File: src/mqttdf_pkg.sv
// ----------------------------------------------------------------------------
// MQTT inbound deframer package
// Shared types and constants for the receive deframer and keepalive timer.
// ----------------------------------------------------------------------------
package mqttdf_pkg;

    // Parser phases
    typedef enum logic [2:0] {
        PH_HEADER  = 3'd0,
        PH_LENGTH  = 3'd1,
        PH_TLEN_HI = 3'd2,
        PH_TLEN_LO = 3'd3,
        PH_TOPIC   = 3'd4,
        PH_PAYLOAD = 3'd5,
        PH_SKIP    = 3'd6
    } t_phase;

    // Result kinds
    localparam logic [1:0] KIND_TOPIC   = 2'd0;
    localparam logic [1:0] KIND_PAYLOAD = 2'd1;
    localparam logic [1:0] KIND_TX      = 2'd2;

    // Packet types from the fixed header
    localparam logic [3:0] TYPE_PUBLISH = 4'd3;
    localparam logic [3:0] TYPE_PINGREQ = 4'd12;

    // Transmit bytes
    localparam logic [7:0] BYTE_PINGREQ  = 8'd192;
    localparam logic [7:0] BYTE_PINGRESP = 8'd208;

    localparam logic [16:0] IDLE_MAX = 17'h1FFFF;

    // Register map
    localparam logic [2:0] ADDR_KEEPALIVE = 3'd0;
    localparam logic [2:0] ADDR_MAX_BYTES = 3'd4;
    localparam logic [15:0] KEEPALIVE_RST = 16'd15000;
    localparam logic [15:0] MAX_BYTES_RST = 16'd128;

    typedef struct packed {
        logic [1:0] kind;
        logic [7:0] data;
        logic       topic_end;
        logic       packet_end;
    } t_result;

endpackage

File: src/mqtt_inbound_deframer_keepalive.sv
// ----------------------------------------------------------------------------
// MQTT inbound deframer with keepalive
// Parses received MQTT packets, delivers PUBLISH topic and payload bytes,
// answers PINGREQ and sends a ping when the idle tick count expires.
// ----------------------------------------------------------------------------
// A result is registered in the result queue before it appears on the master side.
// Throughput: one input beat per cycle while the queue has room; each result
// takes one output beat, so an item with a transmit pair takes two beats. The
// four-entry result queue sets this: input is taken while it holds two or less.
// Reset (synchronous, active low) clears the parser, idle timer and queue and
// loads the registers with their defaults. There is no clearing pass.
module mqtt_inbound_deframer_keepalive
    import mqttdf_pkg::*;
(
    input  logic        i_clk,
    input  logic        i_rst_n,

    input  logic        s_axis_tvalid,
    output logic        s_axis_tready,
    input  logic [7:0]  s_axis_tdata,   // [7:0] rx_byte
    input  logic [0:0]  s_axis_tuser,   // [0] mode

    output logic        m_axis_tvalid,
    input  logic        m_axis_tready,
    output logic [15:0] m_axis_tdata,   // [7:0] out_byte, [8] topic_end, rest zero
    output logic [1:0]  m_axis_tuser,   // [1:0] out_kind
    output logic        m_axis_tlast,   // packet_end

    input  logic        psel,
    input  logic        penable,
    input  logic        pwrite,
    input  logic [2:0]  paddr,
    input  logic [31:0] pwdata,
    output logic [31:0] prdata,
    output logic        pready
);

    // Configuration registers
    logic [15:0] r_keepalive;
    logic [15:0] r_max_bytes;

    // Parser state
    t_phase      r_phase,  n_phase;
    logic [3:0]  r_kind,   n_kind;
    logic [27:0] r_rem,    n_rem;
    logic [2:0]  r_grp,    n_grp;
    logic [2:0]  r_hbc,    n_hbc;
    logic [15:0] r_topic,  n_topic;
    logic        r_drop,   n_drop;
    logic [16:0] r_idle,   n_idle;

    // Result queue
    t_result     r_q [4];
    logic [1:0]  r_wp, r_rp;
    logic [2:0]  r_cnt;

    logic        w_in_acc;
    logic        w_out_acc;
    logic        w_tick;
    logic [7:0]  w_b;

    logic [27:0] w_rem_dec;
    logic        w_dec_zero;
    logic [15:0] w_topic_dec;
    logic [15:0] w_topic_lo;
    logic [27:0] w_len_grp;
    logic [27:0] w_len_rem;
    logic [2:0]  w_grp_inc;
    logic [2:0]  w_hbc_inc;
    logic        w_len_done;
    logic        w_len_drop;
    logic [28:0] w_total;
    logic [16:0] w_idle_inc;
    logic        w_tick_fire;

    logic [1:0]  w_res_cnt;
    t_result     w_res0, w_res1;

    assign w_in_acc  = s_axis_tvalid && s_axis_tready;
    assign w_out_acc = m_axis_tvalid && m_axis_tready;
    assign w_tick    = s_axis_tuser[0];
    assign w_b       = s_axis_tdata;

    // ------------------------------------------------------------------------
    // Configuration port
    // ------------------------------------------------------------------------
    assign pready = 1'b1;
    assign prdata = paddr[2] ? {16'd0, r_max_bytes} : {16'd0, r_keepalive};

    always_ff @(posedge i_clk) begin
        if (!i_rst_n) begin
            r_keepalive <= KEEPALIVE_RST;
            r_max_bytes <= MAX_BYTES_RST;
        end else if (psel && penable && pwrite && pready) begin
            if (paddr[2] == ADDR_MAX_BYTES[2]) begin
                r_max_bytes <= pwdata[15:0];
            end else begin
                r_keepalive <= pwdata[15:0];
            end
        end
    end

    // ------------------------------------------------------------------------
    // Shared datapath
    // ------------------------------------------------------------------------
    assign w_rem_dec   = r_rem - 28'd1;
    assign w_dec_zero  = (w_rem_dec == 28'd0);
    assign w_topic_dec = r_topic - 16'd1;
    assign w_topic_lo  = {r_topic[15:8], w_b};

    // Length groups arrive least significant first, seven bits each.
    always_comb begin
        case (r_grp[1:0])
            2'd0:    w_len_grp = {21'd0, w_b[6:0]};
            2'd1:    w_len_grp = {14'd0, w_b[6:0], 7'd0};
            2'd2:    w_len_grp = {7'd0, w_b[6:0], 14'd0};
            default: w_len_grp = {w_b[6:0], 21'd0};
        endcase
    end

    assign w_len_rem  = r_rem | w_len_grp;
    assign w_grp_inc  = r_grp + 3'd1;
    assign w_hbc_inc  = r_hbc + 3'd1;
    // The length is complete after the fourth group whatever its top bit says.
    assign w_len_done = !w_b[7] || w_grp_inc[2];
    assign w_total    = {26'd0, w_hbc_inc} + {1'b0, w_len_rem};
    assign w_len_drop = w_total > {13'd0, r_max_bytes};

    assign w_idle_inc  = (r_idle < IDLE_MAX) ? r_idle + 17'd1 : r_idle;
    assign w_tick_fire = w_idle_inc > {1'b0, r_keepalive};

    // ------------------------------------------------------------------------
    // Results of the current item
    // ------------------------------------------------------------------------
    always_comb begin
        w_res_cnt = 2'd0;
        w_res0    = '{kind: KIND_TX, data: 8'd0, topic_end: 1'b0, packet_end: 1'b0};
        w_res1    = '{kind: KIND_TX, data: 8'd0, topic_end: 1'b0, packet_end: 1'b1};
        if (w_tick) begin
            if (w_tick_fire) begin
                w_res_cnt   = 2'd2;
                w_res0.data = BYTE_PINGREQ;
            end
        end else begin
            unique case (r_phase)
                PH_LENGTH: begin
                    if (w_len_done && w_len_rem == 28'd0 && !w_len_drop
                            && r_kind == TYPE_PINGREQ) begin
                        w_res_cnt   = 2'd2;
                        w_res0.data = BYTE_PINGRESP;
                    end
                end
                PH_TLEN_HI, PH_TLEN_LO, PH_SKIP: begin
                    if (w_dec_zero && !r_drop && r_kind == TYPE_PINGREQ) begin
                        w_res_cnt   = 2'd2;
                        w_res0.data = BYTE_PINGRESP;
                    end
                end
                PH_TOPIC: begin
                    w_res_cnt         = 2'd1;
                    w_res0.kind       = KIND_TOPIC;
                    w_res0.data       = w_b;
                    w_res0.topic_end  = (w_topic_dec == 16'd0) || w_dec_zero;
                    w_res0.packet_end = w_dec_zero;
                end
                PH_PAYLOAD: begin
                    w_res_cnt         = 2'd1;
                    w_res0.kind       = KIND_PAYLOAD;
                    w_res0.data       = w_b;
                    w_res0.packet_end = w_dec_zero;
                end
                default: begin
                    w_res_cnt = 2'd0;
                end
            endcase
        end
    end

    // ------------------------------------------------------------------------
    // Parser next state
    // ------------------------------------------------------------------------
    always_comb begin
        n_phase = r_phase;
        n_kind  = r_kind;
        n_rem   = r_rem;
        n_grp   = r_grp;
        n_hbc   = r_hbc;
        n_topic = r_topic;
        n_drop  = r_drop;

        if (w_res_cnt == 2'd2) begin
            n_idle = 17'd0;
        end else if (w_tick) begin
            n_idle = w_idle_inc;
        end else begin
            n_idle = r_idle;
        end

        if (!w_tick) begin
            unique case (r_phase)
                PH_HEADER: begin
                    n_kind  = w_b[7:4];
                    n_rem   = 28'd0;
                    n_grp   = 3'd0;
                    n_hbc   = 3'd1;
                    n_topic = 16'd0;
                    n_drop  = 1'b0;
                    n_phase = PH_LENGTH;
                end
                PH_LENGTH: begin
                    n_rem = w_len_rem;
                    n_grp = w_grp_inc;
                    n_hbc = w_hbc_inc;
                    if (w_len_done) begin
                        n_drop = w_len_drop;
                        if (w_len_rem == 28'd0) begin
                            n_phase = PH_HEADER;
                        end else if (w_len_drop || r_kind != TYPE_PUBLISH) begin
                            n_phase = PH_SKIP;
                        end else begin
                            n_phase = PH_TLEN_HI;
                        end
                    end
                end
                PH_TLEN_HI: begin
                    n_topic = {w_b, 8'd0};
                    n_rem   = w_rem_dec;
                    n_phase = w_dec_zero ? PH_HEADER : PH_TLEN_LO;
                end
                PH_TLEN_LO: begin
                    n_topic = w_topic_lo;
                    n_rem   = w_rem_dec;
                    if (w_dec_zero) begin
                        n_phase = PH_HEADER;
                    end else if (w_topic_lo == 16'd0) begin
                        n_phase = PH_PAYLOAD;
                    end else begin
                        n_phase = PH_TOPIC;
                    end
                end
                PH_TOPIC: begin
                    n_rem   = w_rem_dec;
                    n_topic = w_topic_dec;
                    if (w_dec_zero) begin
                        n_phase = PH_HEADER;
                    end else if (w_topic_dec == 16'd0) begin
                        n_phase = PH_PAYLOAD;
                    end
                end
                PH_PAYLOAD: begin
                    n_rem = w_rem_dec;
                    if (w_dec_zero) begin
                        n_phase = PH_HEADER;
                    end
                end
                PH_SKIP: begin
                    n_rem = w_rem_dec;
                    if (w_dec_zero) begin
                        n_phase = PH_HEADER;
                    end
                end
                default: begin
                    n_phase = PH_HEADER;
                end
            endcase
        end
    end

    always_ff @(posedge i_clk) begin
        if (!i_rst_n) begin
            r_phase <= PH_HEADER;
            r_kind  <= 4'd0;
            r_rem   <= 28'd0;
            r_grp   <= 3'd0;
            r_hbc   <= 3'd0;
            r_topic <= 16'd0;
            r_drop  <= 1'b0;
            r_idle  <= 17'd0;
        end else if (w_in_acc) begin
            r_phase <= n_phase;
            r_kind  <= n_kind;
            r_rem   <= n_rem;
            r_grp   <= n_grp;
            r_hbc   <= n_hbc;
            r_topic <= n_topic;
            r_drop  <= n_drop;
            r_idle  <= n_idle;
        end
    end

    // ------------------------------------------------------------------------
    // Result queue: room for two more results is needed to take an item.
    // ------------------------------------------------------------------------
    assign s_axis_tready = (r_cnt <= 3'd2);
    assign m_axis_tvalid = (r_cnt != 3'd0);
    assign m_axis_tdata  = {7'd0, r_q[r_rp].topic_end, r_q[r_rp].data};
    assign m_axis_tuser  = r_q[r_rp].kind;
    assign m_axis_tlast  = r_q[r_rp].packet_end;

    always_ff @(posedge i_clk) begin
        if (w_in_acc) begin
            if (w_res_cnt != 2'd0) begin
                r_q[r_wp] <= w_res0;
            end
            if (w_res_cnt == 2'd2) begin
                r_q[r_wp + 2'd1] <= w_res1;
            end
        end
    end

    always_ff @(posedge i_clk) begin
        if (!i_rst_n) begin
            r_wp  <= 2'd0;
            r_rp  <= 2'd0;
            r_cnt <= 3'd0;
        end else begin
            if (w_in_acc) begin
                r_wp <= r_wp + w_res_cnt;
            end
            if (w_out_acc) begin
                r_rp <= r_rp + 2'd1;
            end
            r_cnt <= r_cnt + (w_in_acc ? {1'b0, w_res_cnt} : 3'd0)
                           - {2'd0, w_out_acc};
        end
    end

endmodule

File: config.mk
export PLATFORM = sky130hd
export DESIGN_NAME = mqtt_inbound_deframer_keepalive
export DESIGN_NICKNAME = d
export VERILOG_FILES = /design/src/mqttdf_pkg.sv /design/src/mqtt_inbound_deframer_keepalive.sv
export SDC_FILE = /design/constraint.sdc
export NUM_CORES = 1
export LEC_CHECK = 0
export BUFFER_PORTS_ARGS = -buffer_cell sky130_fd_sc_hd__buf_2
export CORE_MARGIN = 5
export CORE_UTILIZATION = 55
export DETAILED_ROUTE_END_ITERATION = 6
export GPL_TIMING_DRIVEN = 0
export PLACE_DENSITY = 0.78
export SYNTH_ARGS = -nofsm -noshare
export SYNTH_HDL_FRONTEND = slang
export SYNTH_SLANG_ARGS = --single-unit
File: constraint.sdc
create_clock -name i_clk -period 7.5 [get_ports i_clk]
set_input_delay 0.75 -clock i_clk [delete_from_list [all_inputs] [get_ports i_clk]]
set_output_delay 0.75 -clock i_clk [all_outputs]
set_load 0.05 [all_outputs]
==> out/metrics.yaml, run 1 <==
grt:
  grt_overflow: 0
  grt_pass1_vias: 10967
  grt_max_degree: 17
  grt_pass1_wl_mm: 57.07
  grt_antenna_before_repair: 0
  track_usage_pct: 29.62
critical_path:
  critPathArrivalTime_ns: 7.31
  cpMaxStageDelayCell: "a2111oi_0"
  crit_top_cell: "ha_1"
  path_max_fanout: 10
  worst_path_dominant_cell_family: "compound AO/OA/AOI/OAI gates"
  r2r_slack_ns: 0.51
  end_kind: "flop"
  r2r-end: "r_cnt[2]"
  startpoint_type: "flop"
  slowest_delay_ns: 0.58
  required_ns: 7.81
  path_class: "flop to flop"
  ff2ff_path_depth: 27
  crit_buf_inv: 4
  reg2reg_from: "r_grp[0]"
synth:
  synth-edff-count: 0
  synth_cell_types: 91
  yosysWarnings: 0
  synth_seq_cells: 164
  async_reset_ff_share_pct: 0
  syn_inst: 1460
  syn_avg_cell_area_sq_um: 7.620
  ys.flop_type: "dfxtp_1"
  synth-seq-area-share_pct: 29.51
  netlist_area_sq_um: 11130
floorplanning:
  dieArea_sq_um: 23170
  num_io_pins: 105
  num_rows: 52
  core_area_sq_um: 20100
  die_x_microns: 152.2
  start_util_pct: 55.34
  die_h_microns: 152.2
final_layout:
  final_layout_size_suffix_gt1_share_pct: 11.06
  fin_cells: 1843
  stdcell_area_sq_um: 12480
  area_growth_pct: 12.16
  fin_nets: 1664
  diodes: 0
sta:
  rsz0062_at_grt: "false"
  hold_viol_final: 0
  fmax_ghz: 0.1430
  period_share_pct: 93.25
  slew_headroom_pct: 41.15
  fin_crit_ns: 6.994
  finalSetupViolCount: 0
  tightest_slew_ns: 0.8828
  clock_skew_ns: 0.01059
  slew_viol_final: 0
pwr:
  p_switching_mw: 1.056
  power.density_nw_per_um2: 224.3
  pwr-share-clk_pct: 32.9
  leakagePower_nw: 5.015
  combPwrFrac_pct: 32.7
  seqPwrFrac_pct: 34.4
  intPower_mw: 1.743
  vdd_drop_max_mv: 0.1737
  switching_share_pct: 37.73
  total_power_mw: 2.799
placement:
  portBuffers: 57
  dpl_cell_area_sq_um: 11830
  gp_congestion: 1.056
  dp_cells: 1809
  post-dp-hpwl_mm: 26.16
min_path:
  hp-class: "flop to flop"
  hold_depth: 2
  worstHoldEndpoint: "r_keepalive[5]"
  min_from: "r_keepalive[5]"
drt:
  drc: 19
  first_pass_iters: 7
  wl_mm: 35.78
  route.antenna.remaining_nets: 0
  routed_via_density: 6.375
  drt_iter0_drc: 1500
  wl_per_cell_microns: 19.41
  vias: 11749
clock_tree:
  clkLatencyLatePin_ns: 0.44
  tritoncts: "yes"
  cts_made_buffers: 17
  clock_path_buffers: 2
  htreeDepth: 4
  clkTransAtPathRegs_ns: 0.07
  cts_sinks: 164
  root_buffer: "clkbuf_16"
  ctsHoldBuffers: 0
flow_run:
  drv_cap: 0
status:
  outcome: "finished, violations left"
  violations: "design-rule violations"
[worst max path at each step]
stage / from / endpoint / slack [ns] / depth (start not counted)
floorplan: s_axis_tdata[0] / r_cnt[2] / 1.58 / 25
global placement: s_axis_tdata[0] / r_cnt[2] / 0.09 / 26
detailed placement: s_axis_tdata[0] / r_cnt[2] / -0.09 / 26
CTS: r_grp[0] / r_cnt[2] / 0.20 / 27
global route: r_grp[0] / r_cnt[2] / 0.10 / 24
finish: r_grp[0] / r_cnt[2] / 0.51 / 27
[state kept, by name, indices dropped and copies added, names as in the netlist, named ones only]
register / count
r_rem: 28
r_idle: 17
r_phase: 3
r_drop: 1
r_cnt: 3
r_keepalive: 16
r_hbc: 3
r_grp: 3
r_q: 48
r_topic: 16
r_max_bytes: 16
r_rp: 2
r_kind: 4
r_wp: 2
[final cells by class]
cell class                      instances  area [sq um]
Timing Repair Buffer                   60         307.8
Clock inverter                         13         167.7
Inverter                               63         236.5
Tap cell                              270         337.8
Buffer                                130         620.6
Clock buffer                           18         439.2
Sequential cell                       164          3283
Multi-Input combinational cell       1125          7086
Fill cell                            1804          7626
[worst reg2reg max path, delay by kind of cell, from the launching register on]
family                   cells  cell delay, ns
AO/OA/AOI/OAI                6            1.96
adder cells (fa/ha/maj)      6            1.75
AND/OR/NAND/NOR              8            1.40
buffers and inverters        4            0.90
XOR/XNOR                     3            0.49
flip-flops                   1            0.36
[kinds of logic (layout without fill, tap and decap cells)]
logic type      Yosys count  in the layout  synth area share (%)
simple gates            582            582                 26.10
fa+ha+maj                52             52                 5.983
flops                   164            164                 29.51
xor+xnor                 38             38                 2.991
other cells               2             24               0.06750
mux                      19             19                 3.070
buf+inv                 193            284                 7.704
compound gates          410            410                 24.57
[power groups by stage]
stage / clock network (mW) / logic (mW) / registers (mW)
global placement: 0 / 0.870 / 0.977
detailed placement: 0 / 0.882 / 0.979
finish: 0.922 / 0.915 / 0.962
CTS: 0.925 / 0.889 / 0.960
floorplan: 0 / 0.677 / 0.966
global route: 0.965 / 0.980 / 0.968
[stage by stage]
| stage | utilization [%] | setup slack (ns) | setup TNS, ns | hold WS [ns] |
|---|---|---|---|---|
| final | 62.07 | 0.5063 | 0 | 0.4558 |
| after CTS | 61.87 | 0.2009 | 0 | 0.4529 |
| after global routing | 62.07 | 0.1010 | 0 | 0.4782 |
| after floorplan | - | 1.575 | 0 | 0.4212 |
| after detailed placement | 58.85 | -0.08931 | -0.08931 | 0.4449 |
| after global placement | 58.85 | 0.09480 | 0 | 0.4288 |
[routing by layer]
layer | share of wire, % | vias to the layer above | global-route usage (%)
li1 | - | 5462 | -
met5 | 0 | - | 0
met2 | 45 | 707 | 46.95
met3 | 9.6 | 138 | 5.822
met1 | 41 | 5442 | 39.12
met4 | 4.6 | 0 | 13.44
[synthesized netlist by cell type, types with 9 or more instances]
master	n	share of area, %
o22ai_1	15	0.84
nor2b_1	9	0.51
a32o_1	9	0.81
and3_1	15	0.84
ha_1	50	5.6
a22o_1	9	0.71
o21ai_0	99	4.5
a31oi_1	9	0.51
a22oi_1	19	1.3
or3_1	17	0.96
nor4_1	23	1.3
a21oi_1	124	5.6
nor2_1	113	3.8
xnor2_1	27	2.1
nand2b_1	21	1.2
nand4_1	31	1.7
nor3_1	47	2.1
clkbuf_1	93	3.1
a21o_1	20	1.3
nand3_1	49	2.2
and2_1	13	0.73
dfxtp_1	164	30
buf_4	26	1.8
inv_1	63	2.1
mux4_2	12	2.4
nand2_1	186	6.3
o211ai_1	17	1.1
xor2_1	11	0.87
or2_2	12	0.67
a222oi_1	9	0.81
[cell usage in the layout, fill, tap and decap left out, types with 15 or more instances in the layout]
| master | synthesis | layout |
|---|---|---|
| nor2_1 | 113 | 113 |
| o21ai_0 | 99 | 99 |
| nor4_1 | 23 | 23 |
| nand2b_1 | 21 | 21 |
| nand4_1 | 31 | 31 |
| a21oi_1 | 124 | 124 |
| buf_2 | 4 | 61 |
| xnor2_1 | 27 | 27 |
| o211ai_1 | 17 | 17 |
| clkbuf_1 | 93 | 93 |
| a22oi_1 | 19 | 19 |
| ha_1 | 50 | 50 |
| nor3_1 | 47 | 47 |
| o22ai_1 | 15 | 15 |
| buf_4 | 26 | 29 |
| nand3_1 | 49 | 49 |
| nand2_1 | 186 | 186 |
| or3_1 | 17 | 17 |
| and3_1 | 15 | 15 |
| inv_1 | 63 | 63 |
| dfxtp_1 | 164 | 164 |
| clkbuf_16 | 0 | 17 |
| conb_1 | 2 | 24 |
| a21o_1 | 20 | 20 |
[repair_timing]
action	CTS	global route
gates resized for setup	0	2
endpoints found under the setup margin	0	2
setup buffers	0	3
(Power assumes the default switching activity.)
==> run 2, diff against run 1 <==
ABC_AREA = 1   (was not set)
==> run 2 against run 1 <==
Against the previous run:
- fmax is 25% higher
- final cell count rose by 18%
- the run now ends clean
- sequential share of layout area down 0.36 points
- highest routed layer unchanged
- setup slack better by 1.4 ns
==> out/metrics.yaml, run 2 <==
clock_tree:
  cts_sinks: 164
  cts_made_buffers: 17
  root_buffer: "clkbuf_16"
  clkTransAtPathRegs_ns: 0.07
  clkLatencyLatePin_ns: 0.44
  ctsHoldBuffers: 0
  clock_path_buffers: 2
  htreeDepth: 4
  tritoncts: "yes"
  cts_setup_buffers: 0
  cts_resized: 0
critical_path:
  worst_path_dominant_cell_family: "simple AND/OR/NAND/NOR gates"
  required_ns: 7.81
  startpoint_type: "flop"
  critPathArrivalTime_ns: 5.88
  end_kind: "flop"
  cpMaxStageDelayCell: "fa_1"
  reg2reg_from: "r_grp[0]"
  crit_buf_inv: 4
  crit_top_cell: "nand2_1"
  cp-startpoint: "r_grp[0]"
  path_max_fanout: 10
  slowest_delay_ns: 0.43
  path_class: "flop to flop"
synth:
  synth_top_family_by_area: "simple AND/OR/NAND/NOR gates"
  synth_area_leader_cell: "dfxtp_1"
  syn_inst: 1788
  ys.flop_type: "dfxtp_1"
  yosys.area_share.simple_pct: 31.78
  synth-xor-area-share_pct: 4.691
  yosysTopAreaCellShare_pct: 28.83
  yosysWarnings: 0
  synth_compound_area_share_pct: 15.94
  yosysMostFrequentCell: "nand2_1"
  netlist_top_cells_area: "dfxtp_1 (29%), nand2_1 (13%), inv_1 (8.2%), a21oi_1 (6.9%), nor2_1 (6.7%)"
  muxShareOfSynthArea_pct: 0
  async_reset_ff_share_pct: 0
  synthAdderAreaFrac_pct: 5.844
  synth_common_cells: "nand2_1 (391), inv_1 (249), nor2_1 (202)"
  synth_seq_cells: 164
  syn_avg_cell_area_sq_um: 6.370
  netlist_area_sq_um: 11390
  synth-edff-count: 0
  synth_cell_types: 47
  synth-seq-area-share_pct: 28.83
sta:
  tightest_slew_ns: 1.104
  rsz0062_at_grt: "false"
  finalSetupViolCount: 0
  slew_headroom_pct: 25.45
  fmax_ghz: 0.1794
  period_share_pct: 74.33
  clock_skew_ns: 0.01520
  finalSetupTns_ns: 0
  slew_viol_final: 0
  hold_viol_final: 0
  setup_ws_ns: 1.925
  fin_crit_ns: 5.575
drt:
  wl_per_cell_microns: 16.38
  dr.max_layer_used: "met4"
  first_pass_iters: 6
  routed_via_density: 5.580
  drt_iter0_drc: 1188
  wl_mm: 35.51
  wl_met1_mm: 15.06
  vias: 12098
  drc: 0
  met3WireLength_mm: 2.983
  wl_met2_mm: 16.38
  route.antenna.remaining_nets: 0
pwr:
  p_switching_mw: 1.642
  vdd_drop_max_mv: 0.1585
  seqPwrFrac_pct: 32.3
  power.density_nw_per_um2: 288.2
  leakagePower_nw: 6.254
  combPwrFrac_pct: 44.1
  intPower_mw: 2.004
  switching_share_pct: 45.03
  pwr-share-clk_pct: 23.6
grt:
  grt_overflow: 0
  track_usage_pct: 28.94
  grt_pass1_vias: 11107
  grt_pass1_wl_mm: 56.15
  grt_antenna_before_repair: 0
  grt_max_degree: 17
final_layout:
  reg_top3: "r_q: 48 flops, r_rem: 28 flops, r_idle: 17 flops"
  final_common_cell: "nand2_1"
  fin_nets: 1988
  area_growth_pct: 11.10
  final_layout_size_suffix_gt1_share_pct: 9.958
  most-common-layout-cells: "nand2_1 (391), inv_1 (249), nor2_1 (202)"
  n_fill_cell: 1985
  largest_reg_flops: 48
  diodes: 0
  largest-register: "r_q"
status:
  outcome: "finished, final reports clean"
floorplanning:
  die_x_microns: 153.9
  start_util_pct: 56.11
  dieArea_sq_um: 23690
  num_io_pins: 105
  die_h_microns: 153.9
  core_area_sq_um: 20300
  num_rows: 52
placement:
  portBuffers: 56
  post-dp-hpwl_mm: 27.03
  gp_congestion: 0.9531
  place_ws_ns: 1.840
flow_run:
  drv_cap: 0
min_path:
  min_from: "r_q[2][11]"
  hp-class: "flop to flop"
## run 2: final cells by class
type | count | area (sq um) | area share [%]
multi-input combinational | 1298 | 6725 | 53.15
sequential | 164 | 3283 | 25.95
inverter | 255 | 957.2 | 7.565
buffer | 93 | 506.7 | 4.005
clock buffer | 19 | 432.9 | 3.421
tap | 270 | 337.8 | 2.670
timing repair buffer | 56 | 280.3 | 2.215
clock inverter | 13 | 130.1 | 1.028
## run 2: worst min-delay path, delay by kind of cell (launching register included)
family / cells / cell delay, ns
and+or+nand+nor: 2 / 0.10
DFF: 1 / 0.33
## run 2: final timing paths
kind	endpoint	slack, ns	cells past startpoint
worst max register to register	r_cnt[2]	1.93	31
worst max-delay path	r_cnt[2]	1.93	31
worst min-delay path	r_q[2][11]	0.46	2
worst min register to register	r_q[2][11]	0.46	2
## run 2: power by group through the flow
| stage | combinational (mW) | clock [mW] | sequential (mW) |
|---|---|---|---|
| 6_report | 1.61 | 0.860 | 1.18 |
| 5_1_grt | 1.78 | 0.898 | 1.20 |
| 4_1_cts | 1.59 | 0.860 | 1.17 |
| 3_5_place_dp | 1.58 | 0 | 1.19 |
| 3_3_place_gp | 1.55 | 0 | 1.18 |
| 2_1_floorplan | 1.22 | 0 | 1.16 |
## run 2: per-layer routing
metal / GRT usage [%] / up-vias
li1: - / 5962
met1: 38.74 / 5470
met2: 47.50 / 574
met3: 4.244 / 92
met4: 10.72 / 0
met5: 0 / -
## run 2: cells by family after synthesis
kind of cell / Yosys count
DFF: 164
other: 2
AOI/OAI and AO/OA: 334
adders and majority gates: 52
and+or+nand+nor: 827
xor gates and xnor gates: 61
buffers and inverters: 348
## run 2: per-stage QoR
step                instance area, sq um  total power [mW]  hold slack [ns]  utilization [%]  std cells
finish                             12650             3.646           0.4595            62.33       2168
global route                       12650             3.879           0.4766            62.33       2168
global placement                   12090             2.735           0.4332            59.56       2136
CTS                                12650             3.624           0.4632            62.33       2168
floorplan                          11470             2.378           0.4231                -       1810
detailed placement                 12090             2.768           0.4460            59.56       2136
